[config.mk]
export PLATFORM = sky130hd
export DESIGN_NAME = node_table_with_aging
export DESIGN_NICKNAME = d
export VERILOG_FILES = /design/src/rtl/core/nta_pkg.sv /design/src/rtl/core/nta_cell.sv /design/src/rtl/core/node_table_with_aging.sv
export SDC_FILE = /design/constraint.sdc
export NUM_CORES = 1
export LEC_CHECK = 0
export ABC_AREA = 1
export BUFFER_PORTS_ARGS = -buffer_cell sky130_fd_sc_hd__clkbuf_2
export CAP_MARGIN = 40
export CORE_MARGIN = 2
export CORE_UTILIZATION = 55
export CTS_CLUSTER_DIAMETER = 50
export DETAILED_ROUTE_END_ITERATION = 7
export GPL_ROUTABILITY_DRIVEN = 0
export GPL_TIMING_DRIVEN = 0
export HOLD_SLACK_MARGIN = 0.05
export MAX_ROUTING_LAYER = met4
export PLACE_DENSITY_LB_ADDON = 0.25
export SLEW_MARGIN = 20
export SYNTH_ARGS = -nofsm -noshare
export SYNTH_HDL_FRONTEND = slang
export SYNTH_SLANG_ARGS = --single-unit
[constraint.sdc]
create_clock -name clk -period 8.9 [get_ports clk]
set_input_delay 0 -clock clk [delete_from_list [all_inputs] [get_ports clk]]
set_output_delay 0 -clock clk [all_outputs]
set_load 0.01 [all_outputs]
[src/rtl/core/nta_pkg.sv]
`timescale 1ns / 1ps
`default_nettype none
// ----------------------------------------------------------------------------
// nta_pkg - shared types and codes of the node table with aging
// Entry record moved along the cell chain, input kinds, event codes and
// configuration register indexes.
// ----------------------------------------------------------------------------
package nta_pkg;

    localparam int ID_W    = 32;
    localparam int TIME_W  = 32;
    localparam int EV_W    = 3;
    localparam int KIND_W  = 2;
    localparam int SLOT_W  = 4;
    localparam int LIVE_W  = 5;
    localparam int CFG_IDX_W = 2;

    // input kinds
    localparam logic [KIND_W-1:0] KIND_HEARTBEAT = 2'd0;
    localparam logic [KIND_W-1:0] KIND_TICK      = 2'd1;
    localparam logic [KIND_W-1:0] KIND_SELF      = 2'd2;

    // event codes
    localparam logic [EV_W-1:0] EV_NONE    = 3'd0;
    localparam logic [EV_W-1:0] EV_JOIN    = 3'd1;
    localparam logic [EV_W-1:0] EV_LEFT    = 3'd2;
    localparam logic [EV_W-1:0] EV_REFRESH = 3'd3;
    localparam logic [EV_W-1:0] EV_FULL    = 3'd4;
    localparam logic [EV_W-1:0] EV_REJECT  = 3'd5;
    localparam logic [EV_W-1:0] EV_SELF    = 3'd6;

    // configuration register indexes
    localparam logic [CFG_IDX_W-1:0] REG_SELF_ID = 2'd0;
    localparam logic [CFG_IDX_W-1:0] REG_TIMEOUT = 2'd1;
    localparam logic [CFG_IDX_W-1:0] REG_MAGIC   = 2'd2;

    localparam logic [TIME_W-1:0] TIMEOUT_RESET = 32'd10000;

    // one table entry
    typedef struct packed {
        logic              valid;
        logic [ID_W-1:0]   id;
        logic [TIME_W-1:0] seen;
    } entry_t;

endpackage
`default_nettype wire

[src/rtl/core/nta_cell.sv]
`timescale 1ns / 1ps
`default_nettype none
// ----------------------------------------------------------------------------
// nta_cell - one table entry in the rotating chain
// Holds valid bit, node id and last-seen stamp; takes its neighbour's entry
// on every shift.
// ----------------------------------------------------------------------------
module nta_cell (
    input  wire logic            clk,
    input  wire logic            rst_n,
    input  wire logic            shift_en,
    input  wire nta_pkg::entry_t d,
    output nta_pkg::entry_t      q
);

    logic                       valid_reg;
    logic [nta_pkg::ID_W-1:0]   id_reg;
    logic [nta_pkg::TIME_W-1:0] seen_reg;

    // valid bit, cleared at reset
    always_ff @(posedge clk or negedge rst_n)
    begin
        if (!rst_n)
        begin
            valid_reg <= 1'b0;
        end
        else if (shift_en)
        begin
            valid_reg <= d.valid;
        end
    end

    // entry payload
    always_ff @(posedge clk)
    begin
        if (shift_en)
        begin
            id_reg   <= d.id;
            seen_reg <= d.seen;
        end
    end

    assign q.valid = valid_reg;
    assign q.id    = id_reg;
    assign q.seen  = seen_reg;

endmodule
`default_nettype wire

[src/rtl/core/node_table_with_aging.sv]
`timescale 1ns / 1ps
`default_nettype none
// ----------------------------------------------------------------------------
// node_table_with_aging - peer membership table with aging
// Table of NUM_SLOTS entries kept in a ring of cells, scanned one entry per
// cycle at the head of the ring, unless a tick halts it for a full output.
// ----------------------------------------------------------------------------
// Usage:
//  Input beats (kind, node_id, frame_magic, frame_ok, now_ms) arrive on a
//  valid/ready channel; one beat is worked on at a time.
//  Result beats leave through an output register on a valid/ready channel;
//  last marks the final result beat of an input beat.
//  The final result beat becomes valid in the same cycle as the block
//  returns to idle and can take the next beat.
//  Rejected heartbeats and unused kinds: one result, no turn of the ring.
//  Heartbeat refresh, self register, table full and tick: one full turn of
//  the ring.
//  Heartbeat or self register that claims a new slot: a second turn to
//  write the free slot.
//  A tick gives one leave beat per removed entry, held one behind so the
//  final one can carry last; the ring halts whenever a leave beat finds the
//  output register still full, so a stalled receiver only lengthens the scan.
//  Reset empties the table at once (valid bits only); no clearing pass.
//  Configuration writes (cfg_we, cfg_index, cfg_data) take effect at once
//  and are to be made only while the block is idle.
// ----------------------------------------------------------------------------
module node_table_with_aging #(
    parameter int NUM_SLOTS = 16
) (
    input  wire logic                              clk,
    input  wire logic                              rst_n,
    // configuration
    input  wire logic                              cfg_we,
    input  wire logic [nta_pkg::CFG_IDX_W-1:0]     cfg_index,
    input  wire logic [nta_pkg::ID_W-1:0]          cfg_data,
    // input channel
    input  wire logic                              in_valid,
    output logic                                   in_ready,
    input  wire logic [nta_pkg::KIND_W-1:0]        kind,
    input  wire logic [nta_pkg::ID_W-1:0]          node_id,
    input  wire logic [nta_pkg::ID_W-1:0]          frame_magic,
    input  wire logic                              frame_ok,
    input  wire logic [nta_pkg::TIME_W-1:0]        now_ms,
    // output channel
    output logic                                   out_valid,
    input  wire logic                              out_ready,
    output logic [nta_pkg::EV_W-1:0]               event_res,
    output logic [nta_pkg::ID_W-1:0]               event_node,
    output logic [nta_pkg::SLOT_W-1:0]             slot,
    output logic [nta_pkg::LIVE_W-1:0]             live_count,
    output logic                                   last
);

    localparam int IW = $clog2(NUM_SLOTS);
    localparam int CW = $clog2(NUM_SLOTS + 1);
    localparam logic [IW-1:0] IDX_LAST = IW'(NUM_SLOTS - 1);

    localparam logic [2:0] S_IDLE  = 3'd0;
    localparam logic [2:0] S_SCAN1 = 3'd1;
    localparam logic [2:0] S_SCAN2 = 3'd2;
    localparam logic [2:0] S_DONE  = 3'd3;

    // configuration registers
    logic [nta_pkg::ID_W-1:0]   self_id_reg;
    logic [nta_pkg::TIME_W-1:0] timeout_reg;
    logic [nta_pkg::ID_W-1:0]   magic_reg;

    // control
    logic [2:0]    state_reg, state_next;
    logic [IW-1:0] idx_reg, idx_next;
    logic [CW-1:0] count_reg, count_next;
    logic          found_reg, found_next;
    logic          free_found_reg, free_found_next;
    logic          pend_valid_reg, pend_valid_next;
    logic          out_valid_reg, out_valid_next;

    // item and scan payload
    logic [nta_pkg::KIND_W-1:0] kind_reg, kind_next;
    logic [nta_pkg::ID_W-1:0]   key_reg, key_next;
    logic [nta_pkg::TIME_W-1:0] now_reg, now_next;
    logic [IW-1:0]              hit_idx_reg, hit_idx_next;
    logic [IW-1:0]              free_idx_reg, free_idx_next;
    logic [nta_pkg::ID_W-1:0]   pend_id_reg, pend_id_next;
    logic [IW-1:0]              pend_idx_reg, pend_idx_next;
    logic [CW-1:0]              pend_count_reg, pend_count_next;
    logic [nta_pkg::EV_W-1:0]   fin_ev_reg, fin_ev_next;
    logic [nta_pkg::ID_W-1:0]   fin_node_reg, fin_node_next;
    logic [IW-1:0]              fin_idx_reg, fin_idx_next;

    // output register
    logic                         out_load;
    logic [nta_pkg::EV_W-1:0]     ev_reg, ev_next;
    logic [nta_pkg::ID_W-1:0]     node_reg, node_next;
    logic [nta_pkg::SLOT_W-1:0]   slot_reg, slot_next;
    logic [nta_pkg::LIVE_W-1:0]   live_reg, live_next;
    logic                         last_reg, last_next;

    // ring
    nta_pkg::entry_t cell_q [NUM_SLOTS];
    nta_pkg::entry_t head;
    nta_pkg::entry_t head_wr;
    logic            shift_en;

    // head decode
    logic                       is_lookup;
    logic                       is_tick;
    logic                       match;
    logic                       expire;
    logic [nta_pkg::TIME_W-1:0] age;
    logic                       out_free;
    logic                       in_fire;
    logic                       last_step;
    logic                       reject;

    // ------------------------------------------------------------------------
    // cell chain: each cell takes its upstream neighbour, the tail takes the
    // processed head
    // ------------------------------------------------------------------------
    generate
        for (genvar i = 0; i < NUM_SLOTS; i++)
        begin : g_cell
            nta_pkg::entry_t cell_d;
            if (i == NUM_SLOTS - 1)
            begin : g_tail
                assign cell_d = head_wr;
            end
            else
            begin : g_mid
                assign cell_d = cell_q[i + 1];
            end
            nta_cell u_cell (
                .clk      (clk),
                .rst_n    (rst_n),
                .shift_en (shift_en),
                .d        (cell_d),
                .q        (cell_q[i])
            );
        end
    endgenerate

    assign head = cell_q[0];

    // configuration writes
    always_ff @(posedge clk or negedge rst_n)
    begin
        if (!rst_n)
        begin
            self_id_reg <= '0;
            timeout_reg <= nta_pkg::TIMEOUT_RESET;
            magic_reg   <= '0;
        end
        else if (cfg_we)
        begin
            case (cfg_index)
                nta_pkg::REG_SELF_ID: self_id_reg <= cfg_data;
                nta_pkg::REG_TIMEOUT: timeout_reg <= cfg_data;
                nta_pkg::REG_MAGIC:   magic_reg   <= cfg_data;
                default:              ;
            endcase
        end
    end

    // head decode
    assign is_lookup = (kind_reg == nta_pkg::KIND_HEARTBEAT) ||
                       (kind_reg == nta_pkg::KIND_SELF);
    assign is_tick   = (kind_reg == nta_pkg::KIND_TICK);
    assign match     = head.valid && (head.id == key_reg) && !found_reg;
    assign age       = now_reg - head.seen;
    assign expire    = head.valid && (head.id != self_id_reg) && (age > timeout_reg);
    assign out_free  = !out_valid_reg || out_ready;
    assign in_ready  = (state_reg == S_IDLE);
    assign in_fire   = in_valid && in_ready;
    assign last_step = (idx_reg == IDX_LAST);
    assign reject    = (kind == nta_pkg::KIND_HEARTBEAT) &&
                       (!frame_ok || (frame_magic != magic_reg) || (node_id == self_id_reg));

    // sequencer
    always_comb
    begin
        state_next      = state_reg;
        idx_next        = idx_reg;
        count_next      = count_reg;
        found_next      = found_reg;
        free_found_next = free_found_reg;
        pend_valid_next = pend_valid_reg;
        kind_next       = kind_reg;
        key_next        = key_reg;
        now_next        = now_reg;
        hit_idx_next    = hit_idx_reg;
        free_idx_next   = free_idx_reg;
        pend_id_next    = pend_id_reg;
        pend_idx_next   = pend_idx_reg;
        pend_count_next = pend_count_reg;
        fin_ev_next     = fin_ev_reg;
        fin_node_next   = fin_node_reg;
        fin_idx_next    = fin_idx_reg;
        head_wr         = head;
        shift_en        = 1'b0;
        out_load        = 1'b0;
        ev_next         = ev_reg;
        node_next       = node_reg;
        slot_next       = slot_reg;
        live_next       = live_reg;
        last_next       = last_reg;

        case (state_reg)
            S_IDLE:
            begin
                if (in_fire)
                begin
                    kind_next       = kind;
                    key_next        = (kind == nta_pkg::KIND_SELF) ? self_id_reg : node_id;
                    now_next        = now_ms;
                    idx_next        = '0;
                    found_next      = 1'b0;
                    free_found_next = 1'b0;
                    pend_valid_next = 1'b0;
                    if (reject)
                    begin
                        fin_ev_next   = nta_pkg::EV_REJECT;
                        fin_node_next = node_id;
                        fin_idx_next  = '0;
                        state_next    = S_DONE;
                    end
                    else if ((kind == nta_pkg::KIND_HEARTBEAT) ||
                             (kind == nta_pkg::KIND_SELF) ||
                             (kind == nta_pkg::KIND_TICK))
                    begin
                        state_next = S_SCAN1;
                    end
                    else
                    begin
                        fin_ev_next   = nta_pkg::EV_NONE;
                        fin_node_next = '0;
                        fin_idx_next  = '0;
                        state_next    = S_DONE;
                    end
                end
            end

            // first turn: lookup / free search, or aging
            S_SCAN1:
            begin
                if (!(is_tick && expire && pend_valid_reg) || out_free)
                begin
                    shift_en = 1'b1;
                    idx_next = idx_reg + IW'(1);
                    if (is_lookup)
                    begin
                        if (match)
                        begin
                            head_wr.seen = now_reg;
                            found_next   = 1'b1;
                            hit_idx_next = idx_reg;
                        end
                        if (!head.valid && !free_found_reg)
                        begin
                            free_found_next = 1'b1;
                            free_idx_next   = idx_reg;
                        end
                    end
                    else if (is_tick && expire)
                    begin
                        head_wr.valid = 1'b0;
                        count_next    = count_reg - CW'(1);
                        if (pend_valid_reg)
                        begin
                            // hand the previous leave on, not the final one
                            out_load  = 1'b1;
                            ev_next   = nta_pkg::EV_LEFT;
                            node_next = pend_id_reg;
                            slot_next = nta_pkg::SLOT_W'(pend_idx_reg);
                            live_next = nta_pkg::LIVE_W'(pend_count_reg);
                            last_next = 1'b0;
                        end
                        pend_valid_next = 1'b1;
                        pend_id_next    = head.id;
                        pend_idx_next   = idx_reg;
                        pend_count_next = count_reg - CW'(1);
                    end

                    if (last_step)
                    begin
                        idx_next = '0;
                        if (is_tick)
                        begin
                            fin_ev_next   = pend_valid_next ? nta_pkg::EV_LEFT : nta_pkg::EV_NONE;
                            fin_node_next = pend_valid_next ? pend_id_next : '0;
                            fin_idx_next  = pend_valid_next ? pend_idx_next : '0;
                            state_next    = S_DONE;
                        end
                        else if (found_next)
                        begin
                            fin_ev_next   = (kind_reg == nta_pkg::KIND_SELF) ?
                                            nta_pkg::EV_SELF : nta_pkg::EV_REFRESH;
                            fin_node_next = key_reg;
                            fin_idx_next  = hit_idx_next;
                            state_next    = S_DONE;
                        end
                        else if (free_found_next)
                        begin
                            state_next = S_SCAN2;
                        end
                        else
                        begin
                            fin_ev_next   = nta_pkg::EV_FULL;
                            fin_node_next = key_reg;
                            fin_idx_next  = '0;
                            state_next    = S_DONE;
                        end
                    end
                end
            end

            // second turn: claim the lowest free slot
            S_SCAN2:
            begin
                shift_en = 1'b1;
                idx_next = idx_reg + IW'(1);
                if (idx_reg == free_idx_reg)
                begin
                    head_wr.valid = 1'b1;
                    head_wr.id    = key_reg;
                    head_wr.seen  = now_reg;
                    count_next    = count_reg + CW'(1);
                end
                if (last_step)
                begin
                    idx_next      = '0;
                    fin_ev_next   = (kind_reg == nta_pkg::KIND_SELF) ?
                                    nta_pkg::EV_SELF : nta_pkg::EV_JOIN;
                    fin_node_next = key_reg;
                    fin_idx_next  = free_idx_reg;
                    state_next    = S_DONE;
                end
            end

            // final result beat
            S_DONE:
            begin
                if (out_free)
                begin
                    out_load   = 1'b1;
                    ev_next    = fin_ev_reg;
                    node_next  = fin_node_reg;
                    slot_next  = nta_pkg::SLOT_W'(fin_idx_reg);
                    live_next  = nta_pkg::LIVE_W'(count_reg);
                    last_next  = 1'b1;
                    state_next = S_IDLE;
                end
            end

            default:
            begin
                state_next = S_IDLE;
            end
        endcase
    end

    assign out_valid_next = out_load ? 1'b1 : (out_ready ? 1'b0 : out_valid_reg);

    // control registers
    always_ff @(posedge clk or negedge rst_n)
    begin
        if (!rst_n)
        begin
            state_reg      <= S_IDLE;
            idx_reg        <= '0;
            count_reg      <= '0;
            found_reg      <= 1'b0;
            free_found_reg <= 1'b0;
            pend_valid_reg <= 1'b0;
            out_valid_reg  <= 1'b0;
        end
        else
        begin
            state_reg      <= state_next;
            idx_reg        <= idx_next;
            count_reg      <= count_next;
            found_reg      <= found_next;
            free_found_reg <= free_found_next;
            pend_valid_reg <= pend_valid_next;
            out_valid_reg  <= out_valid_next;
        end
    end

    // payload registers
    always_ff @(posedge clk)
    begin
        kind_reg       <= kind_next;
        key_reg        <= key_next;
        now_reg        <= now_next;
        hit_idx_reg    <= hit_idx_next;
        free_idx_reg   <= free_idx_next;
        pend_id_reg    <= pend_id_next;
        pend_idx_reg   <= pend_idx_next;
        pend_count_reg <= pend_count_next;
        fin_ev_reg     <= fin_ev_next;
        fin_node_reg   <= fin_node_next;
        fin_idx_reg    <= fin_idx_next;
        ev_reg         <= ev_next;
        node_reg       <= node_next;
        slot_reg       <= slot_next;
        live_reg       <= live_next;
        last_reg       <= last_next;
    end

    assign out_valid  = out_valid_reg;
    assign event_res  = ev_reg;
    assign event_node = node_reg;
    assign slot       = slot_reg;
    assign live_count = live_reg;
    assign last       = last_reg;

endmodule
`default_nettype wire
==> flow_summary.ini <==
[critical_path]
ff2ff_path_depth = 28
rrSetupSlack_ps = 2370
cpMostUsedCell = nand2_1
setup.worst_path.class = flop to flop
cp.required_ps = 9270
arrival_ps = 6890
crit_path_start_kind = flop
crit_fanout = 158
cp_slowest_stage_delay_ps = 580
endpoint_kind = flop
cp_slowest_cell = buf_16
rr_startpoint = g_cell[0].u_cell.seen_reg[0]$_DFFE_PP_
rr_endpoint = g_cell[14].u_cell.id_reg[19]$_DFFE_PP_

[floorplanning]
fp-row-count = 111
die_h_um = 309.1
die_area_um2 = 95530
die_w_um = 309.1
initial_core_util = 0.5568
ios = 185
fp.coreArea_um2 = 91940

[cells_and_area]
area_growth_syn_to_layout_pct = 17.63
stdcell_count = 5591
final_common_cell = edfxtp_1
drive_above_1_share = 0.1173
fin_nets = 4434
layout_common_cells = 1223 x edfxtp_1, 1072 x nand2_1, 279 x inv_1

[clock_network]
cts_buffers = 142
clk_latency_ps = 760
cts_buffer_depth = 3
cts_resized = 0
clk_pin_slew_ps = 60
cts_tree = done
htreeDepth = 4
clock_sinks = 1350
clockRootBuffer = clkbuf_16

[run_status]
status = completed

[synth]
netlist_top_cells_area = edfxtp_1 72%, nand2_1 7.9%, dfrtp_1 6.0%
synth_nets = 3944
synth_seq_area_share = 0.7796
synth_cells = 3735
ys.flop_type = edfxtp_1
postSynth.asyncResetShare = 0.09407
synth.top_cell.area_share = 0.7174
synth_edf_count = 1223
yosys_warnings = 0
yosys.area.top_type = edfxtp_1
synthDistinctLibCells = 47
synth.cell_area_um2 = 51190
syn_area_per_cell_um2 = 13.71
synth-seq-cells = 1350

[min_path]
hold_path_startpoint = node_id[19]
worstHoldPathType = input pin to flop
whs_path_depth = 4
min_delay_worst_endpoint = fin_node_reg[19]$_DFFE_PP_

[global_routing]
overflow = 0
grt_max_degree = 165
grt_usage = 0.2387
antenna_found_initial = 14
grt_pass1_vias = 27862
grt_pass1_wl_mm = 163.2

[flow_run]
maxCapViolations = 0

[pwr]
pwr_density_cell_nw_per_um2 = 403.3
power_leakage_nw = 23.48
irDropWorstVdd_uv = 354.8

[sta]
min_period_ps = 6530
fin_ws_ps = 2370
max_clock_freq_mhz = 153.2
period_share = 0.7337
worst_pin_slew_ps = 874.8
hold_violations = 0
final_max_slew_viol_count = 0
rsz0062_at_grt = false
clock_skew_ps = 34.51
setup_viol = 0
max-slew-margin-rel = 0.4106

[place]
numPortBuffers = 184
hpwl_mm = 73.59
place_worst_setup_slack_ps = 2454
place_inst = 5180

[drt]
ant_nets = 0
drt-total-wl_mm = 109.8
dr.pass1.iters = 6
drt_iter0_drc = 3520
via_per_inst = 5.323
drc = 0
avgRoutedWirePerCell_um = 19.64
vias = 29762
[area by class of cell]
class / instances / area (um^2)
plain buffers: 106 / 474.2
flip-flops and latches: 1350 / 39910
fillers: 6623 / 31730
clock inverters: 77 / 850.8
clock buffers: 180 / 3832
inverters: 298 / 1124
diodes: 10 / 25.02
multi-input cells: 1981 / 9718
repair buffers: 346 / 2725
well taps: 1243 / 1555
[worst max-delay path: cells and delay by family (launching register included)]
kind                       cells  cell delay (ps)
AOI/OAI and AO/OA              6             1410
xor gates and xnor gates       1              240
adders and majority gates      2              520
buffers and inverters          7             2060
DFF                            1              510
and+or+nand+nor               12             1130
[Yosys cell counts, types with 11 or more instances]
| library cell | count |
|---|---|
| buf_2 | 15 |
| nor3_1 | 11 |
| o211ai_1 | 14 |
| ha_1 | 70 |
| xor2_1 | 47 |
| xnor2_1 | 43 |
| o211ai_2 | 20 |
| nand3_1 | 147 |
| dfrtp_1 | 122 |
| inv_2 | 13 |
| inv_1 | 281 |
| a21oi_1 | 101 |
| nand4_1 | 26 |
| nor2_1 | 107 |
| nand2_1 | 1072 |
| edfxtp_1 | 1223 |
| or2_2 | 15 |
| clkbuf_1 | 76 |
| o21ai_0 | 241 |
[per-layer routing]
metal	track usage	wire length [um]	vias up
li1	-	-	13994
met3	0.05803	9952	263
met4	0.09506	3962	0
met1	0.3487	49400	14310
met2	0.3240	46480	1195
met5	-	0	-
[power by group]
part	leakage, nW	total (mW)	switching [mW]	internal, mW
combinational	8.23	5.90	4.34	1.56
clock	2.27	5.88	2.40	3.48
sequential	13.0	12.5	1.06	11.5
[through the flow]
| stage | hold slack [ps] | total power [mW] | utilization | instance area (um^2) | setup TNS [ps] |
|---|---|---|---|---|---|
| 2_1_floorplan | -295.6 | 16.53 | - | 51190 | 0 |
| 3_3_place_gp | 179.7 | 18.40 | 0.5837 | 53670 | -2356370 |
| 3_5_place_dp | -60.29 | 18.37 | 0.5880 | 54060 | 0 |
| 4_1_cts | 105.4 | 24.40 | 0.6546 | 60180 | 0 |
| 5_1_grt | 144.8 | 25.60 | 0.6548 | 60200 | 0 |
| 6_report | 146.7 | 24.29 | 0.6549 | 60210 | 0 |
[repair_timing]
item                                   in CTS  in global routing
hold buffers                              143                  0
endpoints found under the hold margin     379                  0
setup buffers                               0                  0
[cell families (layout without fill, tap and decap cells)]
logic type      count (synthesis)  count (layout)  synth area share
xor+xnor                       90              90           0.01540
other cells                     0              10                 0
flops                        1350            1350            0.7796
compound gates                411             411           0.04500
buf+inv                       404            1007           0.03085
mux                             3               3         0.0006599
fa+ha+maj                      71              71           0.01750
simple gates                 1406            1406            0.1110
[worst max-delay path by stage]
stage,from,endpoint,cells past startpoint
floorplan,now_reg[0]$_DFFE_PP_,g_cell[0].u_cell.id_reg[0]$_DFFE_PP_,29
global placement,g_cell[0].u_cell.seen_reg[0]$_DFFE_PP_,g_cell[15].u_cell.id_reg[18]$_DFFE_PP_,26
detailed placement,g_cell[0].u_cell.seen_reg[0]$_DFFE_PP_,g_cell[13].u_cell.seen_reg[10]$_DFFE_PP_,28
CTS,g_cell[0].u_cell.seen_reg[0]$_DFFE_PP_,g_cell[13].u_cell.seen_reg[7]$_DFFE_PP_,28
global route,g_cell[0].u_cell.seen_reg[0]$_DFFE_PP_,g_cell[0].u_cell.seen_reg[9]$_DFFE_PP_,30
finish,g_cell[0].u_cell.seen_reg[0]$_DFFE_PP_,g_cell[14].u_cell.id_reg[19]$_DFFE_PP_,28
Note: power is estimated with default switching activity, not from simulation.
